$ cat src/rtl/pre_pkg.sv
package pre_pkg;

	// Configuration register indexes.
	localparam int CFG_ADDR_W = 3;
	typedef logic [CFG_ADDR_W-1:0] cfg_addr_t;

	localparam cfg_addr_t CFG_MATCH_VALUE = 3'd0;
	localparam cfg_addr_t CFG_COL_FIRST   = 3'd1;
	localparam cfg_addr_t CFG_COL_LAST    = 3'd2;
	localparam cfg_addr_t CFG_ROW_FIRST   = 3'd3;
	localparam cfg_addr_t CFG_ROW_LAST    = 3'd4;

	// Classification of one pixel, handed from the front end to the back end.
	typedef struct packed {
		logic empty;     // window is empty, pixel is dropped and the run is closed
		logic match;     // pixel equals the match value
		logic last_col;  // pixel is the last one of its row
	} pixel_flags_t;

	localparam int FLAGS_W = $bits(pixel_flags_t);

endpackage

$ cat src/rtl/pixel_run_extraction_top.sv
// Row run extractor: pixels of a raster window come in on the s_ stream, one
// per transaction, and each horizontal run of pixels equal to match_value
// leaves on the m_ stream as a span (row, first column, last column) once the
// pixel that closes it has been seen. Row and column are counted internally
// from the window corners in the configuration registers and wrap at the end
// of the window; an empty window drops every pixel and closes any open run.
// The block takes one pixel per clock while the queue has room; the front-end
// position counters step as each pixel is taken. The back end retires one
// queued pixel per clock while its output register is free and registers a
// span when it takes the pixel that closes it. A two-entry queue between the
// classifier and the run tracker keeps input flowing, until it fills, while
// the output stalls. Write the configuration only while no span is pending.
module pixel_run_extraction_top #(
	parameter int PIXEL_BITS = 16,
	parameter int COORD_BITS = 16
) (
	input  logic                  clk,
	input  logic                  arst_n,
	input  logic                  cfg_we,
	input  pre_pkg::cfg_addr_t    cfg_addr,
	input  logic [((PIXEL_BITS > COORD_BITS) ? PIXEL_BITS : COORD_BITS)-1:0] cfg_wdata,
	input  logic                  s_tvalid,
	output logic                  s_tready,
	// pixel
	input  logic [((PIXEL_BITS + 7) / 8) * 8-1:0] s_tdata,
	output logic                  m_tvalid,
	input  logic                  m_tready,
	// span_row, span_col_start, span_col_end
	output logic [((3 * COORD_BITS + 7) / 8) * 8-1:0] m_tdata
);
	import pre_pkg::*;

	localparam int ENTRY_W = 2 * COORD_BITS + FLAGS_W;
	localparam int OUT_W   = ((3 * COORD_BITS + 7) / 8) * 8;

	logic [ENTRY_W-1:0]    front_entry;
	logic                  queue_valid;
	logic                  queue_ready;
	logic [ENTRY_W-1:0]    queue_entry;
	logic [COORD_BITS-1:0] span_row;
	logic [COORD_BITS-1:0] span_col_start;
	logic [COORD_BITS-1:0] span_col_end;

	// Classifier and position counters.
	pre_front #(
		.PIXEL_BITS(PIXEL_BITS),
		.COORD_BITS(COORD_BITS)
	) u_front (
		.clk      (clk),
		.arst_n   (arst_n),
		.cfg_we   (cfg_we),
		.cfg_addr (cfg_addr),
		.cfg_wdata(cfg_wdata),
		.pix_valid(s_tvalid),
		.pix_ready(s_tready),
		.pixel    (s_tdata[PIXEL_BITS-1:0]),
		.entry    (front_entry)
	);

	// Queue between classifier and run tracker.
	pre_fifo #(
		.WIDTH(ENTRY_W),
		.DEPTH(2)
	) u_queue (
		.clk      (clk),
		.arst_n   (arst_n),
		.in_valid (s_tvalid),
		.in_ready (s_tready),
		.in_data  (front_entry),
		.out_valid(queue_valid),
		.out_ready(queue_ready),
		.out_data (queue_entry)
	);

	// Run tracker and output register.
	pre_back #(
		.COORD_BITS(COORD_BITS)
	) u_back (
		.clk           (clk),
		.arst_n        (arst_n),
		.entry_valid   (queue_valid),
		.entry_ready   (queue_ready),
		.entry         (queue_entry),
		.span_valid    (m_tvalid),
		.span_ready    (m_tready),
		.span_row      (span_row),
		.span_col_start(span_col_start),
		.span_col_end  (span_col_end)
	);

	assign m_tdata = OUT_W'({span_col_end, span_col_start, span_row});

endmodule

$ cat src/rtl/pre_fifo.sv
module pre_fifo #(
	parameter int WIDTH = 8,
	parameter int DEPTH = 2
) (
	input  logic             clk,
	input  logic             arst_n,
	input  logic             in_valid,
	output logic             in_ready,
	input  logic [WIDTH-1:0] in_data,
	output logic             out_valid,
	input  logic             out_ready,
	output logic [WIDTH-1:0] out_data
);
	localparam int AW = (DEPTH > 1) ? $clog2(DEPTH) : 1;
	localparam int CW = $clog2(DEPTH + 1);

	logic [WIDTH-1:0] mem_q [DEPTH];
	logic [AW-1:0]    wr_ptr_q;
	logic [AW-1:0]    rd_ptr_q;
	logic [CW-1:0]    count_q;
	logic             push;
	logic             pop;

	assign in_ready  = (count_q != CW'(DEPTH));
	assign out_valid = (count_q != '0);
	assign out_data  = mem_q[rd_ptr_q];
	assign push      = in_valid && in_ready;
	assign pop       = out_valid && out_ready;

	// Storage entries.
	always_ff @(posedge clk) begin
		if (push) begin
			mem_q[wr_ptr_q] <= in_data;
		end
	end

	// Pointers and fill count.
	always_ff @(posedge clk or negedge arst_n) begin
		if (!arst_n) begin
			wr_ptr_q <= '0;
			rd_ptr_q <= '0;
			count_q  <= '0;
		end else begin
			if (push) begin
				wr_ptr_q <= (wr_ptr_q == AW'(DEPTH - 1)) ? '0 : wr_ptr_q + 1'b1;
			end
			if (pop) begin
				rd_ptr_q <= (rd_ptr_q == AW'(DEPTH - 1)) ? '0 : rd_ptr_q + 1'b1;
			end
			if (push && !pop) begin
				count_q <= count_q + 1'b1;
			end else if (pop && !push) begin
				count_q <= count_q - 1'b1;
			end
		end
	end

endmodule

$ cat src/rtl/pre_front.sv
module pre_front #(
	parameter int PIXEL_BITS = 16,
	parameter int COORD_BITS = 16
) (
	input  logic                  clk,
	input  logic                  arst_n,
	input  logic                  cfg_we,
	input  pre_pkg::cfg_addr_t    cfg_addr,
	input  logic [((PIXEL_BITS > COORD_BITS) ? PIXEL_BITS : COORD_BITS)-1:0] cfg_wdata,
	input  logic                  pix_valid,
	input  logic                  pix_ready,
	input  logic [PIXEL_BITS-1:0] pixel,
	output logic [2*COORD_BITS+pre_pkg::FLAGS_W-1:0] entry
);
	import pre_pkg::*;

	logic [PIXEL_BITS-1:0] match_value_q;
	logic [COORD_BITS-1:0] col_first_q;
	logic [COORD_BITS-1:0] col_last_q;
	logic [COORD_BITS-1:0] row_first_q;
	logic [COORD_BITS-1:0] row_last_q;
	logic [COORD_BITS-1:0] col_offset_q;
	logic [COORD_BITS-1:0] row_offset_q;

	logic [COORD_BITS-1:0] col_span;
	logic [COORD_BITS-1:0] row_span;
	logic [COORD_BITS-1:0] col;
	logic [COORD_BITS-1:0] row;
	logic                  last_row;
	logic                  accept;
	pixel_flags_t          flags;

	// Configuration registers.
	always_ff @(posedge clk or negedge arst_n) begin
		if (!arst_n) begin
			match_value_q <= '0;
			col_first_q   <= '0;
			col_last_q    <= COORD_BITS'(1023);
			row_first_q   <= '0;
			row_last_q    <= COORD_BITS'(1023);
		end else if (cfg_we) begin
			case (cfg_addr)
				CFG_MATCH_VALUE: match_value_q <= cfg_wdata[PIXEL_BITS-1:0];
				CFG_COL_FIRST:   col_first_q   <= cfg_wdata[COORD_BITS-1:0];
				CFG_COL_LAST:    col_last_q    <= cfg_wdata[COORD_BITS-1:0];
				CFG_ROW_FIRST:   row_first_q   <= cfg_wdata[COORD_BITS-1:0];
				CFG_ROW_LAST:    row_last_q    <= cfg_wdata[COORD_BITS-1:0];
				default: ;
			endcase
		end
	end

	// Classify the incoming pixel against the window and the match value.
	always_comb begin
		flags.empty    = ($signed(col_first_q) > $signed(col_last_q)) ||
		                 ($signed(row_first_q) > $signed(row_last_q));
		col_span       = col_last_q - col_first_q;
		row_span       = row_last_q - row_first_q;
		flags.last_col = (col_offset_q >= col_span);
		flags.match    = (pixel == match_value_q);
		last_row       = (row_offset_q >= row_span);
		col            = col_first_q + col_offset_q;
		row            = row_first_q + row_offset_q;
	end

	assign entry  = {row, col, flags};
	assign accept = pix_valid && pix_ready;

	// Raster position counters.
	always_ff @(posedge clk or negedge arst_n) begin
		if (!arst_n) begin
			col_offset_q <= '0;
			row_offset_q <= '0;
		end else if (accept) begin
			if (flags.empty) begin
				col_offset_q <= '0;
				row_offset_q <= '0;
			end else if (flags.last_col) begin
				col_offset_q <= '0;
				row_offset_q <= last_row ? '0 : row_offset_q + 1'b1;
			end else begin
				col_offset_q <= col_offset_q + 1'b1;
			end
		end
	end

endmodule

$ cat src/rtl/pre_back.sv
module pre_back #(
	parameter int COORD_BITS = 16
) (
	input  logic                  clk,
	input  logic                  arst_n,
	input  logic                  entry_valid,
	output logic                  entry_ready,
	input  logic [2*COORD_BITS+pre_pkg::FLAGS_W-1:0] entry,
	output logic                  span_valid,
	input  logic                  span_ready,
	output logic [COORD_BITS-1:0] span_row,
	output logic [COORD_BITS-1:0] span_col_start,
	output logic [COORD_BITS-1:0] span_col_end
);
	import pre_pkg::*;

	pixel_flags_t          flags;
	logic [COORD_BITS-1:0] col;
	logic [COORD_BITS-1:0] row;
	logic                  take;
	logic                  emit;
	logic                  in_run_q;
	logic [COORD_BITS-1:0] run_start_q;
	logic                  span_valid_q;
	logic [COORD_BITS-1:0] span_row_q;
	logic [COORD_BITS-1:0] span_col_start_q;
	logic [COORD_BITS-1:0] span_col_end_q;

	assign {row, col, flags} = entry;

	// The output register frees up when it is empty or its transaction completes.
	assign entry_ready = !span_valid_q || span_ready;
	assign take        = entry_valid && entry_ready;
	assign emit        = !flags.empty &&
	                     ((flags.match && flags.last_col) || (!flags.match && in_run_q));

	// Open run tracking.
	always_ff @(posedge clk or negedge arst_n) begin
		if (!arst_n) begin
			in_run_q <= 1'b0;
		end else if (take) begin
			in_run_q <= !flags.empty && flags.match && !flags.last_col;
		end
	end

	always_ff @(posedge clk) begin
		if (take && !flags.empty && flags.match && !in_run_q) begin
			run_start_q <= col;
		end
	end

	// Output register.
	always_ff @(posedge clk or negedge arst_n) begin
		if (!arst_n) begin
			span_valid_q <= 1'b0;
		end else if (take) begin
			span_valid_q <= emit;
		end else if (span_ready) begin
			span_valid_q <= 1'b0;
		end
	end

	always_ff @(posedge clk) begin
		if (take && emit) begin
			span_row_q       <= row;
			span_col_start_q <= in_run_q ? run_start_q : col;
			span_col_end_q   <= flags.match ? col : col - 1'b1;
		end
	end

	assign span_valid     = span_valid_q;
	assign span_row       = span_row_q;
	assign span_col_start = span_col_start_q;
	assign span_col_end   = span_col_end_q;

endmodule

$ cat config.mk
export PLATFORM = sky130hd
export DESIGN_NAME = pixel_run_extraction_top
export DESIGN_NICKNAME = d
export VERILOG_FILES = /design/src/rtl/pre_pkg.sv /design/src/rtl/pixel_run_extraction_top.sv /design/src/rtl/pre_fifo.sv /design/src/rtl/pre_front.sv /design/src/rtl/pre_back.sv
export SDC_FILE = /design/constraint.sdc
export NUM_CORES = 1
export LEC_CHECK = 0
export CAP_MARGIN = 20
export CELL_PAD_IN_SITES_DETAIL_PLACEMENT = 0
export CELL_PAD_IN_SITES_GLOBAL_PLACEMENT = 1
export CORE_MARGIN = 5
export CORE_UTILIZATION = 55
export CTS_CLUSTER_DIAMETER = 60
export CTS_CLUSTER_SIZE = 25
export DETAILED_ROUTE_END_ITERATION = 16
export DONT_BUFFER_PORTS = 1
export PLACE_DENSITY = 0.93
export SLEW_MARGIN = 20
export SYNTH_ARGS = -nofsm -noshare
export SYNTH_HDL_FRONTEND = slang
export SYNTH_SLANG_ARGS = --single-unit
$ cat constraint.sdc
create_clock -name clk -period 8.9 [get_ports clk]
set_input_delay 1.78 -clock clk [delete_from_list [all_inputs] [get_ports clk]]
set_output_delay 1.78 -clock clk [all_outputs]
set_load 0.02 [all_outputs]
==> flow_summary.ini <==
[clocking]
cts_hold_buf = 0
cts_buffers = 20
ctsLongestPathBuffers = 3
clkSinkCount = 252
cts_tree = yes
cts_resized = 0
clk_pin_slew_ps = 90
clock-root-buffer = clkbuf_16
clkLatencyLatePin_ps = 520
post_cts_buffers = 0
cts_htree_levels = 1

[worst_setup_path]
cp_max_fo = 28
slowest_delay_ps = 830
start_kind = register
slowest_stage = and2_1
endpoint_kind = register
path_cells = inv_1, ha_1, nor2b_1, o21ai_0, a21oi_1, o211ai_1, nand3_1, a31oi_1, o21bai_1, xnor2_1, ha_1, nand4_1, nor3_1, a2111o_1, a41oi_1, o311ai_2, and2_1, o21ai_0, a22o_1
crit_arrival_ps = 5210
crit_buf_inv = 1
cp_top_family = compound AO/OA/AOI/OAI gates
critPathKind = register to register
r2r_setup_slack_ps = 4090
worstPathRequired_ps = 9300

[placement]
io_buffers = 0
routabilityCongestion = 0.858
place_hpwl_mm = 21.6
placed_cells = 1553

[timing]
finalSetupTns_ps = 0
setup_violations = 0
hold_viol = 0
max_freq_mhz = 208
worstMarginPinSlew_ps = 1030
grt_setup_unrepaired = no
drv_slew = 0
period_needed_ps = 4810
slew_headroom_pct = 30.4
clock_skew_ps = 22.4
finalCritPeriodShare_pct = 54.0

[logic_synthesis]
async_reset_ff_share_pct = 46.8
synth-edff-count = 134
synth_top_area_share_pct = 28.6
synth.most_common_cell = edfxtp_1
syn_area_mm2 = 0.0141
synth_top_family_by_area = adder cells
synth_top_cells_by_count = edfxtp_1, ha_1, inv_1
syn_area_per_cell_um2 = 11.3
synth_compound_area_share_pct = 10.9
syn_nets = 1415
synth_xor_area_share_pct = 6.17
synth_area_leaders = edfxtp_1, dfrtp_1, ha_1
synth_adder_area_share_pct = 12.0
synth-seq-cells = 252
synthCells = 1243
yosys.area_share.simple_pct = 10.7
ys.warnings.count = 0
ys_seq_area_share_pct = 49.8
synthMuxAreaShare_pct = 6.84
synthFlopType = edfxtp_1
netlist.top_cell.by_area = edfxtp_1
synth.distinct_cells = 67

[global_routing]
antenna_found_initial = 0
met2_usage_pct = 31.5
grt_busiest_layer = met2
grtUsageMet1_pct = 29.2
grt_first_pass_wirelength_mm = 47.9
first_global_vias = 9024
met3_usage_pct = 5.23
grt_overflow = 0
grt_max_degree = 119
globalRouteTotalUtil_pct = 20.4

[finish]
final_nets = 1417
areaGrowthSynthToFinish_pct = 7.75
drive_gt1_share_pct = 12.5
diodes = 0
final_cells = 1589

[floorplanning]
core_area_mm2 = 0.0252
rows = 58
initial_core_util_pct = 55.8
ioPinCount = 90
die_area_mm2 = 0.0289
die_h_um = 170
die_w_um = 170

[route]
routed_wirelength_mm = 29.1
drtIter0Drc = 712
vias_per_cell = 5.76
vias = 9156
drt_drc_violations_left = 0
dr.pass1.iters = 5
detail-route-antenna-nets = 0
wl_per_cell_um = 18.3

[flow_run]
drv_cap = 0

[min_path]
worst_hold_path_type = register to register

[power_and_ir_drop]
p_per_area_mw_per_mm2 = 284
ir_drop_v = 0.000205
p_leak_uw = 0.00639
power.total_uw = 4300

[status]
status = finished, final reports clean
[kinds of logic after synthesis]
family,Yosys count
AOI/OAI and AO/OA,246
xor gates and xnor gates,99
adders and majority gates,132
buffers and inverters,130
DFF,252
muxes,86
and+or+nand+nor,298
[state kept, by name, indices dropped and copies added, names as in the netlist]
name	cells
u_queue.wr_ptr_q	1
u_front.col_offset_q	16
u_back.span_col_start	16
u_front.row_first_q	16
u_front.col_last_q	16
u_back.span_valid	1
u_back.run_start_q	16
u_queue.count_q	2
u_front.match_value_q	16
u_back.span_row	16
u_front.col_first_q	16
u_queue.mem_q	70
u_front.row_offset_q	16
u_front.row_last_q	16
u_queue.rd_ptr_q	1
u_back.in_run_q	1
u_back.span_col_end	16
[per-layer routing]
metal	routed length, um	share of wire [%]
met5	0	0
met4	524	1.8
met3	2100	7.2
met2	12800	44
met1	13700	47
[cell type report]
type                       instances  area (um^2)
sequential                       252         7000
timing repair buffer               7         52.6
clock buffer                      23          533
inverter                         103          387
fill                            1974        10000
multi-input combinational        861         6570
tap                              330          413
clock inverter                    13          195
[worst reg2reg max path, cell delays in order (launching register included)]
cell	delay, ps
dfstp_2	560
inv_1	60
ha_1	320
nor2b_1	140
o21ai_0	220
a21oi_1	160
o211ai_1	250
nand3_1	130
a31oi_1	200
o21bai_1	90
xnor2_1	160
ha_1	300
nand4_1	160
nor3_1	210
a2111o_1	130
a41oi_1	60
o311ai_2	190
and2_1	830
o21ai_0	240
a22o_1	290
[layout by cell type (no fill, tap or decap), types with 23 or more instances in the layout]
master      n
a21oi_1    51
xor2_1     33
dfrtp_1    98
ha_1      128
edfxtp_1  134
inv_1     102
nand2_1    84
mux2_2     80
nor2b_1    23
nor2_1     57
o21ai_0    86
xnor2_1    66
[path summary, 6_finish.rpt]
kind                       depth (start not counted)             startpoint                      end
min in group asynchronous                          0                 arst_n   u_front.row_first_q[5]
setup reg to reg                                  19  u_front.col_last_q[1]  u_front.row_offset_q[7]
hold reg to reg                                    1     u_queue.count_q[1]       u_queue.count_q[1]
setup / recovery                                  19  u_front.col_last_q[1]  u_front.row_offset_q[7]
max in group asynchronous                          0                 arst_n    u_front.row_last_q[0]
hold / removal                                     1     u_queue.count_q[1]       u_queue.count_q[1]
[power by group]
part | switching (uW) | total [uW] | internal (uW) | leakage (uW)
logic | 810 | 1420 | 612 | 0.00334
clock network | 497 | 979 | 482 | 0.000357
registers | 265 | 1900 | 1640 | 0.00269
total | 1570 | 4300 | 2730 | 0.00639
[stage by stage]
step | cell area [um^2] | utilization, % | setup WS [ps] | hold WS (ps)
final | 15100 | 60.2 | 4090 | 511
after global routing | 15100 | 60.2 | 3660 | 549
after CTS | 15100 | 60.1 | 4120 | 520
after detailed placement | 14400 | 57.2 | 4120 | 506
after global placement | 14400 | 57.2 | 4350 | 482
after floorplan | 14100 | - | 4710 | 461
Power figures use the tool's default switching activity.
